`src/hdl/sitoa_pkg.sv`:
```
// shared types and constants for the signed integer to decimal ascii block
// no dependencies
package sitoa_pkg;

  localparam int unsigned VALUE_W    = 32;
  localparam int unsigned CHAR_W     = 6;
  localparam int unsigned NUM_DIGITS = 10;
  localparam int unsigned DIGIT_IDX_W = $clog2(NUM_DIGITS);
  localparam int unsigned STEP_W     = $clog2(VALUE_W);

  localparam logic [CHAR_W-1:0] CHAR_ZERO  = 6'd48;
  localparam logic [CHAR_W-1:0] CHAR_MINUS = 6'd45;

  // control shared by every digit cell
  typedef struct packed {
    logic clr;
    logic shift;
  } cell_ctrl_t;

endpackage

```
`src/hdl/sitoa_digit_cell.sv`:
```
// one bcd digit cell of the shift-and-add-3 chain
// depends on sitoa_pkg
module sitoa_digit_cell (
  input  logic                  clk_i,
  input  logic                  rst_ni,
  input  sitoa_pkg::cell_ctrl_t ctrl_i,
  input  logic                  bit_i,
  output logic                  bit_o,
  output logic [3:0]            digit_o
);

  logic [3:0] digit_q;
  logic [3:0] digit_d;
  logic [3:0] adj;

  // add 3 when the digit would overflow past 9 after doubling
  assign adj   = (digit_q >= 4'd5) ? (digit_q + 4'd3) : digit_q;
  assign bit_o = adj[3];

  always_comb begin
    digit_d = digit_q;
    if (ctrl_i.clr) begin
      digit_d = 4'd0;
    end else if (ctrl_i.shift) begin
      digit_d = {adj[2:0], bit_i};
    end
  end

  always_ff @(posedge clk_i or negedge rst_ni) begin
    if (!rst_ni) begin
      digit_q <= 4'd0;
    end else begin
      digit_q <= digit_d;
    end
  end

  assign digit_o = digit_q;

endmodule

```
`src/hdl/signed_int_to_decimal_ascii.sv`:
```
// top level: signed 32-bit integer to decimal ascii text stream
// depends on sitoa_pkg and sitoa_digit_cell
//
// usage
//   input stream: one beat per number, tdata holds the 32-bit two's complement
//   value. output stream: one beat per character, most significant first,
//   an optional '-' then 1 to 10 digits with no leading zeros; tlast marks
//   the final character of each number.
// timing
//   after a beat is taken the magnitude is shifted msb first through a row of
//   ten bcd cells, one bit per cycle, in 32 steps; a further state then finds
//   the leading digit, then one character leaves per cycle while the receiver
//   keeps tready high. no new number is taken until the last character of the
//   current one is in the output register.
// reset
//   rst_ni clears the state machine, the cells and the output valid; the
//   block is ready for a number right after reset.
// stalls
//   characters wait in the output register while tready is low; the last
//   character may wait there while the next number is already taken in.
module signed_int_to_decimal_ascii (
  input  logic        clk_i,
  input  logic        rst_ni,
  input  logic        s_axis_tvalid_i,
  output logic        s_axis_tready_o,
  input  logic [31:0] s_axis_tdata_i,   // [31:0] value
  output logic        m_axis_tvalid_o,
  input  logic        m_axis_tready_i,
  output logic [7:0]  m_axis_tdata_o,   // [5:0] ascii_char, [7:6] zero
  output logic        m_axis_tlast_o    // last_char
);

  localparam int unsigned ND  = sitoa_pkg::NUM_DIGITS;
  localparam int unsigned IW  = sitoa_pkg::DIGIT_IDX_W;
  localparam int unsigned SW  = sitoa_pkg::STEP_W;
  localparam int unsigned VW  = sitoa_pkg::VALUE_W;
  localparam int unsigned CW  = sitoa_pkg::CHAR_W;

  typedef enum logic [2:0] {
    ST_IDLE,
    ST_CONV,
    ST_FIND,
    ST_SIGN,
    ST_DIGIT
  } state_e;

  state_e              state_q;
  logic [VW-1:0]       mag_q;
  logic [SW-1:0]       step_q;
  logic                neg_q;
  logic [IW-1:0]       ptr_q;
  logic                out_valid_q;
  logic [CW-1:0]       out_char_q;
  logic                out_last_q;

  logic                in_beat;
  logic                out_free;
  logic [VW-1:0]       mag_in;
  logic [IW-1:0]       lead_idx;
  logic [3:0]          cur_digit;
  sitoa_pkg::cell_ctrl_t ctrl;

  logic [ND:0]         chain;
  logic [3:0]          digits [ND];

  assign s_axis_tready_o = (state_q == ST_IDLE);
  assign in_beat  = s_axis_tvalid_i && s_axis_tready_o;
  assign out_free = !out_valid_q || m_axis_tready_i;

  // magnitude as unsigned; the most negative value maps to 2^31
  assign mag_in = s_axis_tdata_i[VW-1] ? (VW'(0) - s_axis_tdata_i) : s_axis_tdata_i;

  assign ctrl.clr   = in_beat;
  assign ctrl.shift = (state_q == ST_CONV);

  // chain of bcd cells, cell 0 is the ones digit and takes the magnitude msb
  assign chain[0] = mag_q[VW-1];

  for (genvar g = 0; g < ND; g++) begin : g_cell
    sitoa_digit_cell u_cell (
      .clk_i   (clk_i),
      .rst_ni  (rst_ni),
      .ctrl_i  (ctrl),
      .bit_i   (chain[g]),
      .bit_o   (chain[g+1]),
      .digit_o (digits[g])
    );
  end

  // highest nonzero digit, or the ones digit when the value is zero
  always_comb begin
    lead_idx = '0;
    for (int i = 0; i < ND; i++) begin
      if (digits[i] != 4'd0) begin
        lead_idx = IW'(i);
      end
    end
  end

  assign cur_digit = digits[ptr_q];

  always_ff @(posedge clk_i or negedge rst_ni) begin
    if (!rst_ni) begin
      state_q     <= ST_IDLE;
      mag_q       <= '0;
      step_q      <= '0;
      neg_q       <= 1'b0;
      ptr_q       <= '0;
      out_valid_q <= 1'b0;
      out_char_q  <= '0;
      out_last_q  <= 1'b0;
    end else begin
      if (m_axis_tready_i) begin
        out_valid_q <= 1'b0;
      end
      case (state_q)
        ST_IDLE: begin
          if (in_beat) begin
            mag_q   <= mag_in;
            neg_q   <= s_axis_tdata_i[VW-1];
            step_q  <= '0;
            state_q <= ST_CONV;
          end
        end
        ST_CONV: begin
          mag_q  <= {mag_q[VW-2:0], 1'b0};
          step_q <= step_q + 1'b1;
          if (step_q == SW'(VW - 1)) begin
            state_q <= ST_FIND;
          end
        end
        ST_FIND: begin
          ptr_q   <= lead_idx;
          state_q <= neg_q ? ST_SIGN : ST_DIGIT;
        end
        ST_SIGN: begin
          if (out_free) begin
            out_valid_q <= 1'b1;
            out_char_q  <= sitoa_pkg::CHAR_MINUS;
            out_last_q  <= 1'b0;
            state_q     <= ST_DIGIT;
          end
        end
        ST_DIGIT: begin
          if (out_free) begin
            out_valid_q <= 1'b1;
            out_char_q  <= sitoa_pkg::CHAR_ZERO + {2'b00, cur_digit};
            out_last_q  <= (ptr_q == '0);
            if (ptr_q == '0) begin
              state_q <= ST_IDLE;
            end else begin
              ptr_q <= ptr_q - 1'b1;
            end
          end
        end
        default: begin
          state_q <= ST_IDLE;
        end
      endcase
    end
  end

  assign m_axis_tvalid_o = out_valid_q;
  assign m_axis_tdata_o  = {2'b00, out_char_q};
  assign m_axis_tlast_o  = out_last_q;

endmodule
```
`config.mk`:
```
export PLATFORM = sky130hd
export DESIGN_NAME = signed_int_to_decimal_ascii
export DESIGN_NICKNAME = d
export VERILOG_FILES = /design/src/hdl/sitoa_pkg.sv /design/src/hdl/sitoa_digit_cell.sv /design/src/hdl/signed_int_to_decimal_ascii.sv
export SDC_FILE = /design/constraint.sdc
export NUM_CORES = 1
export LEC_CHECK = 0
export ABC_CLOCK_PERIOD_IN_PS = 3050
export BUFFER_PORTS_ARGS = -buffer_cell sky130_fd_sc_hd__buf_4
export CORE_AREA = 3 3 153 155
export DETAILED_ROUTE_END_ITERATION = 6
export DIE_AREA = 0 0 156 158
export PLACE_DENSITY = 0.41
export SLEW_MARGIN = 30
export SYNTH_ARGS = -nofsm -noshare
export SYNTH_HDL_FRONTEND = slang
export SYNTH_HIERARCHICAL = 1
export SYNTH_SLANG_ARGS = --single-unit
export TNS_END_PERCENT = 30
```
`constraint.sdc`:
```
create_clock -name clk_i -period 3.05 [get_ports clk_i]
set_clock_uncertainty 0.05 [all_clocks]
set_input_delay 0.61 -clock clk_i [delete_from_list [all_inputs] [get_ports clk_i]]
set_output_delay 0.61 -clock clk_i [all_outputs]
set_load 0.02 [all_outputs]
```
After elaboration in Yosys (flattened, before gate mapping)

Cells that the tools add are included.

Register bits: 93
Input bits: 36
Word-level logic and storage cells: 145
Output and inout port bits: 11

$add $sub $neg: 14
Eq/ne operators: 11
Reductions and logical operators: 24
Bitwise logic cells: 1
Multiplexer cells: 66
$lt $le $gt $ge: 11

Operator list:

| operator                                                               | count |
|---|---|
| 4-bit 2-to-1 mux                                                       | 40 |
| 32-bit 2-to-1 mux                                                      | 2 |
| 32-bit case mux with 2 select lines                                    | 1 |
| 4-bit by 3-bit >= comparator with 1-bit output (second input constant) | 10 |
| 4-bit by 2-bit adder with 4-bit output (second input constant)         | 9 |
| 4-bit nonzero test                                                     | 9 |
| 1-bit by 32-bit subtractor with 32-bit output (first input constant)   | 1 |
| 3-bit 2-to-1 mux                                                       | 7 |
| 4-bit binary-select mux with 4-bit select                              | 1 |
| 3-bit case mux with 5 select lines                                     | 1 |
| 6-bit 2-to-1 mux                                                       | 2 |
| 6-bit case mux with 2 select lines                                     | 1 |
| 5-bit case mux with 2 select lines                                     | 1 |
| 2-bit inequality test (second input constant)                          | 4 |
| 4-bit case mux with 2 select lines                                     | 1 |
| 2-bit nonzero test                                                     | 4 |
| 5-bit by 5-bit adder with 6-bit output (first input constant)          | 1 |
| 3-bit by 2-bit == test with 1-bit output (second input constant)       | 2 |
| 1-bit 2-to-1 mux                                                       | 6 |
| 3-bit AND reduction                                                    | 2 |
| 5-bit by 1-bit adder with 5-bit output (second input constant)         | 1 |
| 5-bit == test (second input constant)                                  | 1 |
| 5-bit >= comparator (second input constant)                            | 1 |
| 5-bit 2-to-1 mux                                                       | 1 |
| other kinds (16)                                                       | 18 |

Depth between registers and ports, before layout

Gate-level depths: netlist (run 1).

Depth in word-level cells: 11
Gate-level depth with buffers: 9
Depth with buffers taken out: 7

Cells and area by module

Netlist (run 1), hierarchy kept.

By module, submodules not included:

| module                      | cells each | times used | sequential area each (um^2) | area an instance (um^2) |
|---|---|---|---|---|
| signed_int_to_decimal_ascii | 383        | 1          | 1,326.3                     | 3,548.4 |
| sitoa_digit_cell            | 27         | 10         | 100.1                       | 261.5 |

Worst setup path after synthesis (run 1)

Ideal clock, no wire load.

Path kind: reg-to-reg
Start: reg state_q[2]
End: reg g_cell[0].u_cell.digit_q[1]
Library setup time: 104 ps
Cell stages (with the launch flop): 9
Slack: 854 ps
Arrival time: 2,043 ps
Period minus slack after synthesis: 2,196 ps
Buffers on the path: 3
Data required time: 2,896 ps
Cell sequence: dfrtp_1 > nor2b_1 > nand2b_1 > clkbuf_1 > inv_2 > buf_1 > buf_2 > or4b_1 > o311ai_1

RTL lines:

| element                | RTL line                           | text |
|---|---|---|
| start, declared        | signed_int_to_decimal_ascii.sv:47  | `state_e state_q;` |
| start signal, assigned | signed_int_to_decimal_ascii.sv:134 | `state_q <= neg_q ? ST_SIGN : ST_DIGIT;` |
| end signal, assigned   | sitoa_digit_cell.sv:33             | `digit_q <= digit_d;` |
| end, declared          | sitoa_digit_cell.sv:12             | `logic [3:0] digit_q;` |

Final worst setup path (run 1)

Start: reg state_q[0]
End: reg mag_q[11]

Word-level cells in the longest chain between the ends: 4
Elaborated cells on any way between the ends: 7
Those cells by class: eq/ne (2); mux (1); reduce/logical (4)

RTL lines:

| element                                                    | RTL line                                                              | text |
|---|---|---|
| 3-bit zero test                                            | signed_int_to_decimal_ascii.sv:66, signed_int_to_decimal_ascii.sv:116 |  |
| 1-bit logical AND                                          | signed_int_to_decimal_ascii.sv:67                                     | `assign in_beat = s_axis_tvalid_i && s_axis_tready_o;` |
| 2-bit by 1-bit inequality test with 1-bit output (no line) | -                                                                     |  |
| 2-bit AND reduction (no line)                              | -                                                                     |  |
| end signal, assigned                                       | signed_int_to_decimal_ascii.sv:119                                    | `mag_q <= mag_in;` |
| end signal, assigned                                       | signed_int_to_decimal_ascii.sv:126                                    | `mag_q <= {mag_q[VW-2:0], 1'b0};` |
| end, declared                                              | signed_int_to_decimal_ascii.sv:48                                     | `logic [VW-1:0] mag_q;` |

Parallel ways exist; a longest one is shown, timed or not.
A chain may end at the register's enable or synchronous reset.

==> results of run 1 <==
## state kept, by name, indices dropped and copies added (netlist names)
signal	flops
m_axis_tvalid_o	1
step_q	5
m_axis_tlast_o	1
out_char_q	6
neg_q	1
g_cell.u_cell/digit_o	40
ptr_q	4
state_q	3
mag_q	32
## layout by cell type, fill, tap and decap left out, drive strengths merged, types with 9 or more instances in the layout
cell type	n
clkbuf	12
nand2	48
o21ai	68
nand2b	14
inv	27
ha	24
nor4	9
or4b	11
mux2	13
nor2	45
a211oi	11
o31ai	11
o311ai	10
nand4b	13
buf	53
or2b	9
xor2	18
nor3	10
dfrtp	93
a22oi	21
nand4	10
nand3	27
a21oi	37
mux2i	21
## routing by layer
layer  routed length (um)  global-route usage (%)
met4                  165                    3.24
met5                    0                       0
met1                 7940                    18.5
met3                  571                    2.87
met2                 7160                    20.6
## area by class of cell
type                            count  area (sq um)  share of cell area (%)
Clock buffer                       12           246                    3.50
Clock inverter                      3          21.3                   0.302
Inverter                           28           119                    1.69
Multi-Input combinational cell    493          3530                    50.1
Sequential cell                    93          2330                    33.1
Tap cell                          280           350                    4.98
Timing Repair Buffer               53           448                    6.36
## worst paths after layout
path	to	slack, ns	cells past startpoint
max	mag_q[11]$_DFFE_PN0P_	0.64	6
min	g_cell[5].u_cell/digit_o[3]$_DFFE_PN0P_	0.25	1
max reg2reg	mag_q[11]$_DFFE_PN0P_	0.64	6
min reg2reg	out_char_q[5]$_DFFE_PN0P_	0.42	1
max in group asynchronous	g_cell[1].u_cell/digit_o[1]$_DFFE_PN0P_	1.98	2
min in group clk_i	out_char_q[5]$_DFFE_PN0P_	0.42	1
## where the power goes
part	leakage (nW)	total [mW]	switching (mW)	internal [mW]
Clock	0.129	1.07	0.501	0.574
Combinational	1.74	3.07	1.59	1.49
Sequential	1.16	2.34	0.592	1.74
## worst max-delay path: stages, from the launching register on
cell,delay [ns]
sky130_fd_sc_hd__dfrtp_1,0.52
sky130_fd_sc_hd__or4b_1,0.75
sky130_fd_sc_hd__buf_4,0.25
sky130_fd_sc_hd__nor2_2,0.40
sky130_fd_sc_hd__a22o_1,0.23
sky130_fd_sc_hd__a21oi_1,0.04
sky130_fd_sc_hd__o21ai_1,0.09
==> report_table.html, run 1 <==
<table>
<tr><th>Metric</th><th>Value</th></tr>
<tr><th colspan="2">Power and ir drop</th></tr>
<tr><td>Power after layout</td><td>6.48 mW</td></tr>
<tr><td>Lkg Pwr</td><td>3.02 nW</td></tr>
<tr><td>Maximum vdd ir drop</td><td>0.365 mV</td></tr>
<tr><td>Power density cells</td><td>921 nW/um^2</td></tr>
<tr><th colspan="2">Timing</th></tr>
<tr><td>Total negative slack</td><td>0 ns</td></tr>
<tr><td>Final worst-path cycle share</td><td>78.9%</td></tr>
<tr><td>Worst slew margin relative to its limit</td><td>between 50 and 60%</td></tr>
<tr><td>Max Fclk</td><td>416 MHz</td></tr>
<tr><td>Setup repair after global routing missed its margin</td><td>false</td></tr>
<tr><td>Fin crit period</td><td>~2.4 ns</td></tr>
<tr><td>Number of setup violations in the final report</td><td>0</td></tr>
<tr><td>Worst hold slack after final layout</td><td>0.247 ns</td></tr>
<tr><td>Actual transition at the worst max-transition pin</td><td>0.696 ns</td></tr>
<tr><td>Setup slack after layout</td><td>0.644 ns</td></tr>
<tr><td>Hold violation count in the final report</td><td>0</td></tr>
<tr><td>Number of pins exceeding their max-slew limit in the final report</td><td>0</td></tr>
<tr><th colspan="2">Setup path</th></tr>
<tr><td>Critical Path Sink Type</td><td>flop</td></tr>
<tr><td>Critical path start-end classification</td><td>reg -&gt; reg</td></tr>
<tr><td>Worst-path maximum fanout</td><td>13</td></tr>
<tr><td>Crit path launch</td><td>state_q[0]$_DFFE_PN0P_</td></tr>
<tr><td>Crit Reg-Reg Startpoint</td><td>state_q[0]$_DFFE_PN0P_</td></tr>
<tr><td>Startpoint kind of the worst setup timing path</td><td>flop</td></tr>
<tr><td>Worst EP arrival</td><td>approximately 2.6 ns</td></tr>
<tr><td>Data required time of the critical path</td><td>3.27 ns</td></tr>
<tr><th colspan="2">Floorplan</th></tr>
<tr><td>Floorplan core area</td><td>between 20,000 and 25,000 sq um</td></tr>
<tr><td>Initial standard-cell utilization of the core</td><td>~28%</td></tr>
<tr><td>Vertical die dimension</td><td>158 um</td></tr>
<tr><td>Horizontal extent of the die</td><td>roughly 160 um</td></tr>
<tr><td>Die outline area</td><td>24,600 sq um</td></tr>
<tr><td>Number of ports placed on the die boundary</td><td>47</td></tr>
<tr><td>Number of core rows</td><td>54</td></tr>
<tr><th colspan="2">Detailed routing</th></tr>
<tr><td>Vias/cell</td><td>5.18</td></tr>
<tr><td>Final WL</td><td>about 16,000 um</td></tr>
<tr><td>DR iter-0 viols</td><td>271</td></tr>
<tr><td>Number of iterations in the first detailed-routing pass</td><td>4</td></tr>
<tr><td>Post-DR wirelength/cell</td><td>16.5 um</td></tr>
<tr><td>Via count</td><td>~5,000</td></tr>
<tr><td>Detailed-route DRC error count</td><td>0</td></tr>
<tr><td>Post-route ant nets</td><td>0</td></tr>
<tr><th colspan="2">Finish</th></tr>
<tr><td>Layout cells sized above 1</td><td>17.7%</td></tr>
<tr><td>Layout Utilization</td><td>around a third</td></tr>
<tr><td>FILL cells</td><td>around 2,200</td></tr>
<tr><td>Non-filler instance count after layout</td><td>962</td></tr>
<tr><td>Area growth from synthesis to final layout</td><td>14.6%</td></tr>
<tr><td>Ant. Diodes</td><td>0</td></tr>
<tr><td>Final cell area excluding filler cells</td><td>7040 sq um</td></tr>
<tr><td>Final Net Count</td><td>738</td></tr>
<tr><th colspan="2">GRT</th></tr>
<tr><td>Antenna violations before repair</td><td>0</td></tr>
<tr><td>First-pass GRT wire length</td><td>roughly 26,000 um</td></tr>
<tr><td>Maximum number of pins on one net before global-route repair</td><td>63</td></tr>
<tr><td>Number of global-route vias before repair</td><td>4,865</td></tr>
<tr><td>GRT Overall Usage</td><td>between 10% and 20%</td></tr>
<tr><td>Overall overflow remaining after global route</td><td>0</td></tr>
<tr><th colspan="2">Clocking</th></tr>
<tr><td>Clock tree sinks</td><td>93</td></tr>
<tr><td>Number of buffers inserted by hold repair at cts</td><td>0</td></tr>
<tr><td>H-tree Lvls</td><td>3</td></tr>
<tr><td>TritonCTS clock tree</td><td>yes</td></tr>
<tr><td>Insertion delay to the later sink of the worst-skew pair</td><td>~0.35 ns</td></tr>
<tr><td>Num CTS Buffers</td><td>9</td></tr>
<tr><td>Resized cells post-CTS</td><td>0</td></tr>
<tr><td>Worst-case clock buffer depth</td><td>2</td></tr>
<tr><td>Clock transition at the registers of the reported paths</td><td>0.07 ns</td></tr>
<tr><td>Buffer type at the clock tree root</td><td>sky130_fd_sc_hd__clkbuf_16</td></tr>
<tr><td>Post-CTS setup repair buffer count</td><td>0</td></tr>
<tr><th colspan="2">Synth</th></tr>
<tr><td>Total standard cell area after synthesis</td><td>between 6000 and 7000 sq um</td></tr>
<tr><td>Number of instances in the synthesized netlist</td><td>649</td></tr>
<tr><td>Yosys warnings</td><td>6</td></tr>
<tr><td>Per-instance average area after synthesis</td><td>9.46 sq um</td></tr>
<tr><th colspan="2">Placed design</th></tr>
<tr><td>Placed instance count</td><td>947</td></tr>
<tr><td>Instance area at placement</td><td>6770 sq um</td></tr>
<tr><td>Placement-stage worst setup slack</td><td>0.418 ns</td></tr>
<tr><td>I/O Buffers</td><td>between 40 and 50</td></tr>
<tr><td>Post-DP HPWL</td><td>11,000 um</td></tr>
<tr><td>Global placer's final weighted congestion</td><td>0.758</td></tr>
<tr><th colspan="2">Hold path</th></tr>
<tr><td>Worst hold path class</td><td>in -&gt; async</td></tr>
<tr><th colspan="2">Run status</th></tr>
<tr><td>Run status</td><td>finished clean</td></tr>
<tr><th colspan="2">Flow run</th></tr>
<tr><td>Max-cap violation count</td><td>0</td></tr>
</table>
(Power assumes the default switching activity.)
==> run 2, diff against run 1 <==
ABC_AREA = 1   (was unset)
ABC_CLOCK_PERIOD_IN_PS = 2200   (was 3050)
CORE_AREA = 3 3 157 159   (was 3 3 153 155)
DIE_AREA = 0 0 160 162   (was 0 0 156 158)
PLACE_DENSITY = 0.42   (was 0.41)
clock period = 2.2 ns   (was 3.05 ns; I/O delays follow)
==> run 2 against run 1 <==
Against the previous run: combinational power rose by 6%; sequential cell count did not move; final area rose by 8.0%; non-clock buffer count rose by 5; sequential share of layout area fell by 2.4 points; register-to-register slack got worse by 0.20 ns; power rose by 14%; synthesized cell count rose by 48%; critical endpoint is now s_axis_tready_o; highest routed layer unchanged.
==> report_table.html, run 2 <==
<table>
<tr><th>Metric</th><th>Value</th></tr>
<tr><th colspan="2">Flow run</th></tr>
<tr><td>Max-cap violation count</td><td>0</td></tr>
<tr><th colspan="2">Setup path</th></tr>
<tr><td>Setup slack of the worst register-to-register path</td><td>0.44 ns</td></tr>
<tr><td>Worst-path maximum fanout</td><td>4</td></tr>
<tr><td>Endpoint of the worst setup timing path</td><td>s_axis_tready_o</td></tr>
<tr><td>Crit Reg-Reg Startpoint</td><td>ptr_q[1]$_DFFE_PN0P_</td></tr>
<tr><td>Startpoint kind of the worst setup timing path</td><td>flop</td></tr>
<tr><td>Crit path launch</td><td>state_q[2]$_DFFE_PN0P_</td></tr>
<tr><td>Critical Path Sink Type</td><td>output port</td></tr>
<tr><td>Worst EP arrival</td><td>1.32 ns</td></tr>
<tr><td>Depth of the most critical reg-to-reg path</td><td>9</td></tr>
<tr><td>Critical path start-end classification</td><td>reg -&gt; out</td></tr>
<tr><td>Reg2Reg Capture Point</td><td>ptr_q[1]$_DFFE_PN0P_</td></tr>
<tr><td>Data required time of the critical path</td><td>1.71 ns</td></tr>
<tr><th colspan="2">Timing</th></tr>
<tr><td>Number of setup violations in the final report</td><td>0</td></tr>
<tr><td>Worst slew margin relative to its limit</td><td>around 65%</td></tr>
<tr><td>Final worst-path cycle share</td><td>82.1%</td></tr>
<tr><td>Number of pins exceeding their max-slew limit in the final report</td><td>0</td></tr>
<tr><td>Hold violation count in the final report</td><td>0</td></tr>
<tr><td>Setup slack after layout</td><td>0.394 ns</td></tr>
<tr><td>Actual transition at the worst max-transition pin</td><td>0.528 ns</td></tr>
<tr><td>Worst hold slack after final layout</td><td>0.298 ns</td></tr>
<tr><td>Total negative slack</td><td>0 ns</td></tr>
<tr><td>Fin crit period</td><td>approximately 1.8 ns</td></tr>
<tr><td>Setup repair after global routing missed its margin</td><td>false</td></tr>
<tr><td>Max Fclk</td><td>roughly 550 MHz</td></tr>
<tr><th colspan="2">Synth</th></tr>
<tr><td>Number of instances in the synthesized netlist</td><td>959</td></tr>
<tr><td>Yosys warnings</td><td>6</td></tr>
<tr><td>Per-instance average area after synthesis</td><td>between 6 and 7 sq um</td></tr>
<tr><td>Total standard cell area after synthesis</td><td>6540 sq um</td></tr>
<tr><th colspan="2">Floorplan</th></tr>
<tr><td>Floorplan core area</td><td>roughly 23,000 sq um</td></tr>
<tr><td>Initial standard-cell utilization of the core</td><td>27.9%</td></tr>
<tr><td>Number of ports placed on the die boundary</td><td>47</td></tr>
<tr><td>Horizontal extent of the die</td><td>160 um</td></tr>
<tr><td>Vertical die dimension</td><td>~160 um</td></tr>
<tr><td>Die outline area</td><td>~26,000 sq um</td></tr>
<tr><td>Number of core rows</td><td>56</td></tr>
<tr><th colspan="2">GRT</th></tr>
<tr><td>First-pass GRT wire length</td><td>approximately 30,000 um</td></tr>
<tr><td>Number of global-route vias before repair</td><td>6,035</td></tr>
<tr><td>GRT Overall Usage</td><td>14.0%</td></tr>
<tr><td>Antenna violations before repair</td><td>0</td></tr>
<tr><td>Maximum number of pins on one net before global-route repair</td><td>47</td></tr>
<tr><td>Overall overflow remaining after global route</td><td>0</td></tr>
<tr><th colspan="2">Detailed routing</th></tr>
<tr><td>Vias/cell</td><td>between 4 and 5</td></tr>
<tr><td>Via count</td><td>approximately 6,100</td></tr>
<tr><td>Number of iterations in the first detailed-routing pass</td><td>5</td></tr>
<tr><td>DR iter-0 viols</td><td>254</td></tr>
<tr><td>Post-DR wirelength/cell</td><td>13.1 um</td></tr>
<tr><td>Detailed-route DRC error count</td><td>0</td></tr>
<tr><td>Final WL</td><td>between 15,000 and 20,000 um</td></tr>
<tr><td>Post-route ant nets</td><td>0</td></tr>
<tr><th colspan="2">Finish</th></tr>
<tr><td>Final cell area excluding filler cells</td><td>7600 sq um</td></tr>
<tr><td>Layout cells sized above 1</td><td>11.7%</td></tr>
<tr><td>Area growth from synthesis to final layout</td><td>16.3%</td></tr>
<tr><td>Most frequent standard cell in the layout excluding fill and tap cells</td><td>sky130_fd_sc_hd__nand2_1</td></tr>
<tr><td>FILL cells</td><td>2,607</td></tr>
<tr><td>Largest register FFs</td><td>40</td></tr>
<tr><td>Non-filler instance count after layout</td><td>1,333</td></tr>
<tr><td>Layout Utilization</td><td>32.5%</td></tr>
<tr><td>Final Net Count</td><td>1,069</td></tr>
<tr><td>Top library cells by usage in the layout, fill and taps aside</td><td>sky130_fd_sc_hd__nand2_1, sky130_fd_sc_hd__inv_1, sky130_fd_sc_hd__nand3_1</td></tr>
<tr><td>Ant. Diodes</td><td>0</td></tr>
<tr><th colspan="2">Hold path</th></tr>
<tr><td>Number of cells on the worst hold path</td><td>3</td></tr>
<tr><td>Worst hold path class</td><td>in -&gt; reg</td></tr>
<tr><th colspan="2">Power and ir drop</th></tr>
<tr><td>Power density cells</td><td>just under 1000 nW/um^2</td></tr>
<tr><td>Maximum vdd ir drop</td><td>0.566 mV</td></tr>
<tr><td>Power after layout</td><td>7.36 mW</td></tr>
<tr><td>Lkg Pwr</td><td>around 3.8 nW</td></tr>
<tr><th colspan="2">Placed design</th></tr>
<tr><td>Placement-stage worst setup slack</td><td>between 0.3 and 0.4 ns</td></tr>
<tr><td>Placed instance count</td><td>1,316</td></tr>
<tr><td>Post-DP HPWL</td><td>13,000 um</td></tr>
<tr><td>Instance area at placement</td><td>between 7000 and 8000 sq um</td></tr>
<tr><td>Global placer's final weighted congestion</td><td>~0.81</td></tr>
<tr><td>I/O Buffers</td><td>44</td></tr>
<tr><th colspan="2">Clocking</th></tr>
<tr><td>Num CTS Buffers</td><td>9</td></tr>
<tr><td>Clock transition at the registers of the reported paths</td><td>approximately 0.07 ns</td></tr>
<tr><td>Post-CTS setup repair buffer count</td><td>0</td></tr>
<tr><td>Buffer type at the clock tree root</td><td>sky130_fd_sc_hd__clkbuf_16</td></tr>
<tr><td>Worst-case clock buffer depth</td><td>2</td></tr>
<tr><td>Clock tree sinks</td><td>93</td></tr>
<tr><td>H-tree Lvls</td><td>3</td></tr>
<tr><td>Insertion delay to the later sink of the worst-skew pair</td><td>0.35 ns</td></tr>
<tr><td>TritonCTS clock tree</td><td>yes</td></tr>
<tr><th colspan="2">Run status</th></tr>
<tr><td>Run status</td><td>finished clean</td></tr>
</table>
==> run 2: final cells by class <==
cell class              count  area, sq um  area share, %
multi-input cells         681         3490           45.9
flip-flops and latches     93         2330           30.6
inverters                 166          623           8.20
repair buffers             58          463           6.09
well taps                 319          399           5.25
clock buffers               9          225           2.96
clock inverters             7         73.8          0.971
==> run 2: worst min-delay path by stage <==
| stage | start | to | slack (ns) |
|---|---|---|---|
| global placement | rst_ni | g_cell[3].u_cell/digit_o[0]$_DFFE_PN0P_ | 0.37 |
| finish | s_axis_tdata_i[14] | mag_q[14]$_DFFE_PN0P_ | 0.30 |
| floorplan | rst_ni | g_cell[0].u_cell/digit_o[0]$_DFFE_PN0P_ | 0.09 |
| CTS | s_axis_tdata_i[14] | mag_q[14]$_DFFE_PN0P_ | 0.28 |
| global route | s_axis_tdata_i[26] | mag_q[26]$_DFFE_PN0P_ | 0.31 |
| detailed placement | rst_ni | g_cell[3].u_cell/digit_o[0]$_DFFE_PN0P_ | 0.36 |
==> run 2: timing repair <==
item,4_1_cts,5_1_grt
hold buffers,1,0
resized for setup,0,0
hold endpoints to repair,24,0
==> run 2: power breakdown <==
part	switching, mW	total [mW]	internal (mW)
Combinational	2.11	3.25	1.14
Clock	0.749	1.64	0.891
Sequential	0.290	2.47	2.18
==> run 2: critical path: stages, from the launching register on <==
cell,delay (ns)
sky130_fd_sc_hd__dfrtp_1,0.42
sky130_fd_sc_hd__nor2_2,0.12
sky130_fd_sc_hd__nand2_1,0.11
sky130_fd_sc_hd__inv_1,0.14
sky130_fd_sc_hd__buf_4,0.16
==> run 2: per-layer routing <==
metal	up-vias	global-route usage [%]	part of all wire, %
met2	66	22.3	45
met3	16	1.96	2.5
met4	0	4.38	1.5
met5	-	0	0
met1	2823	19.6	51
li1	3187	-	-
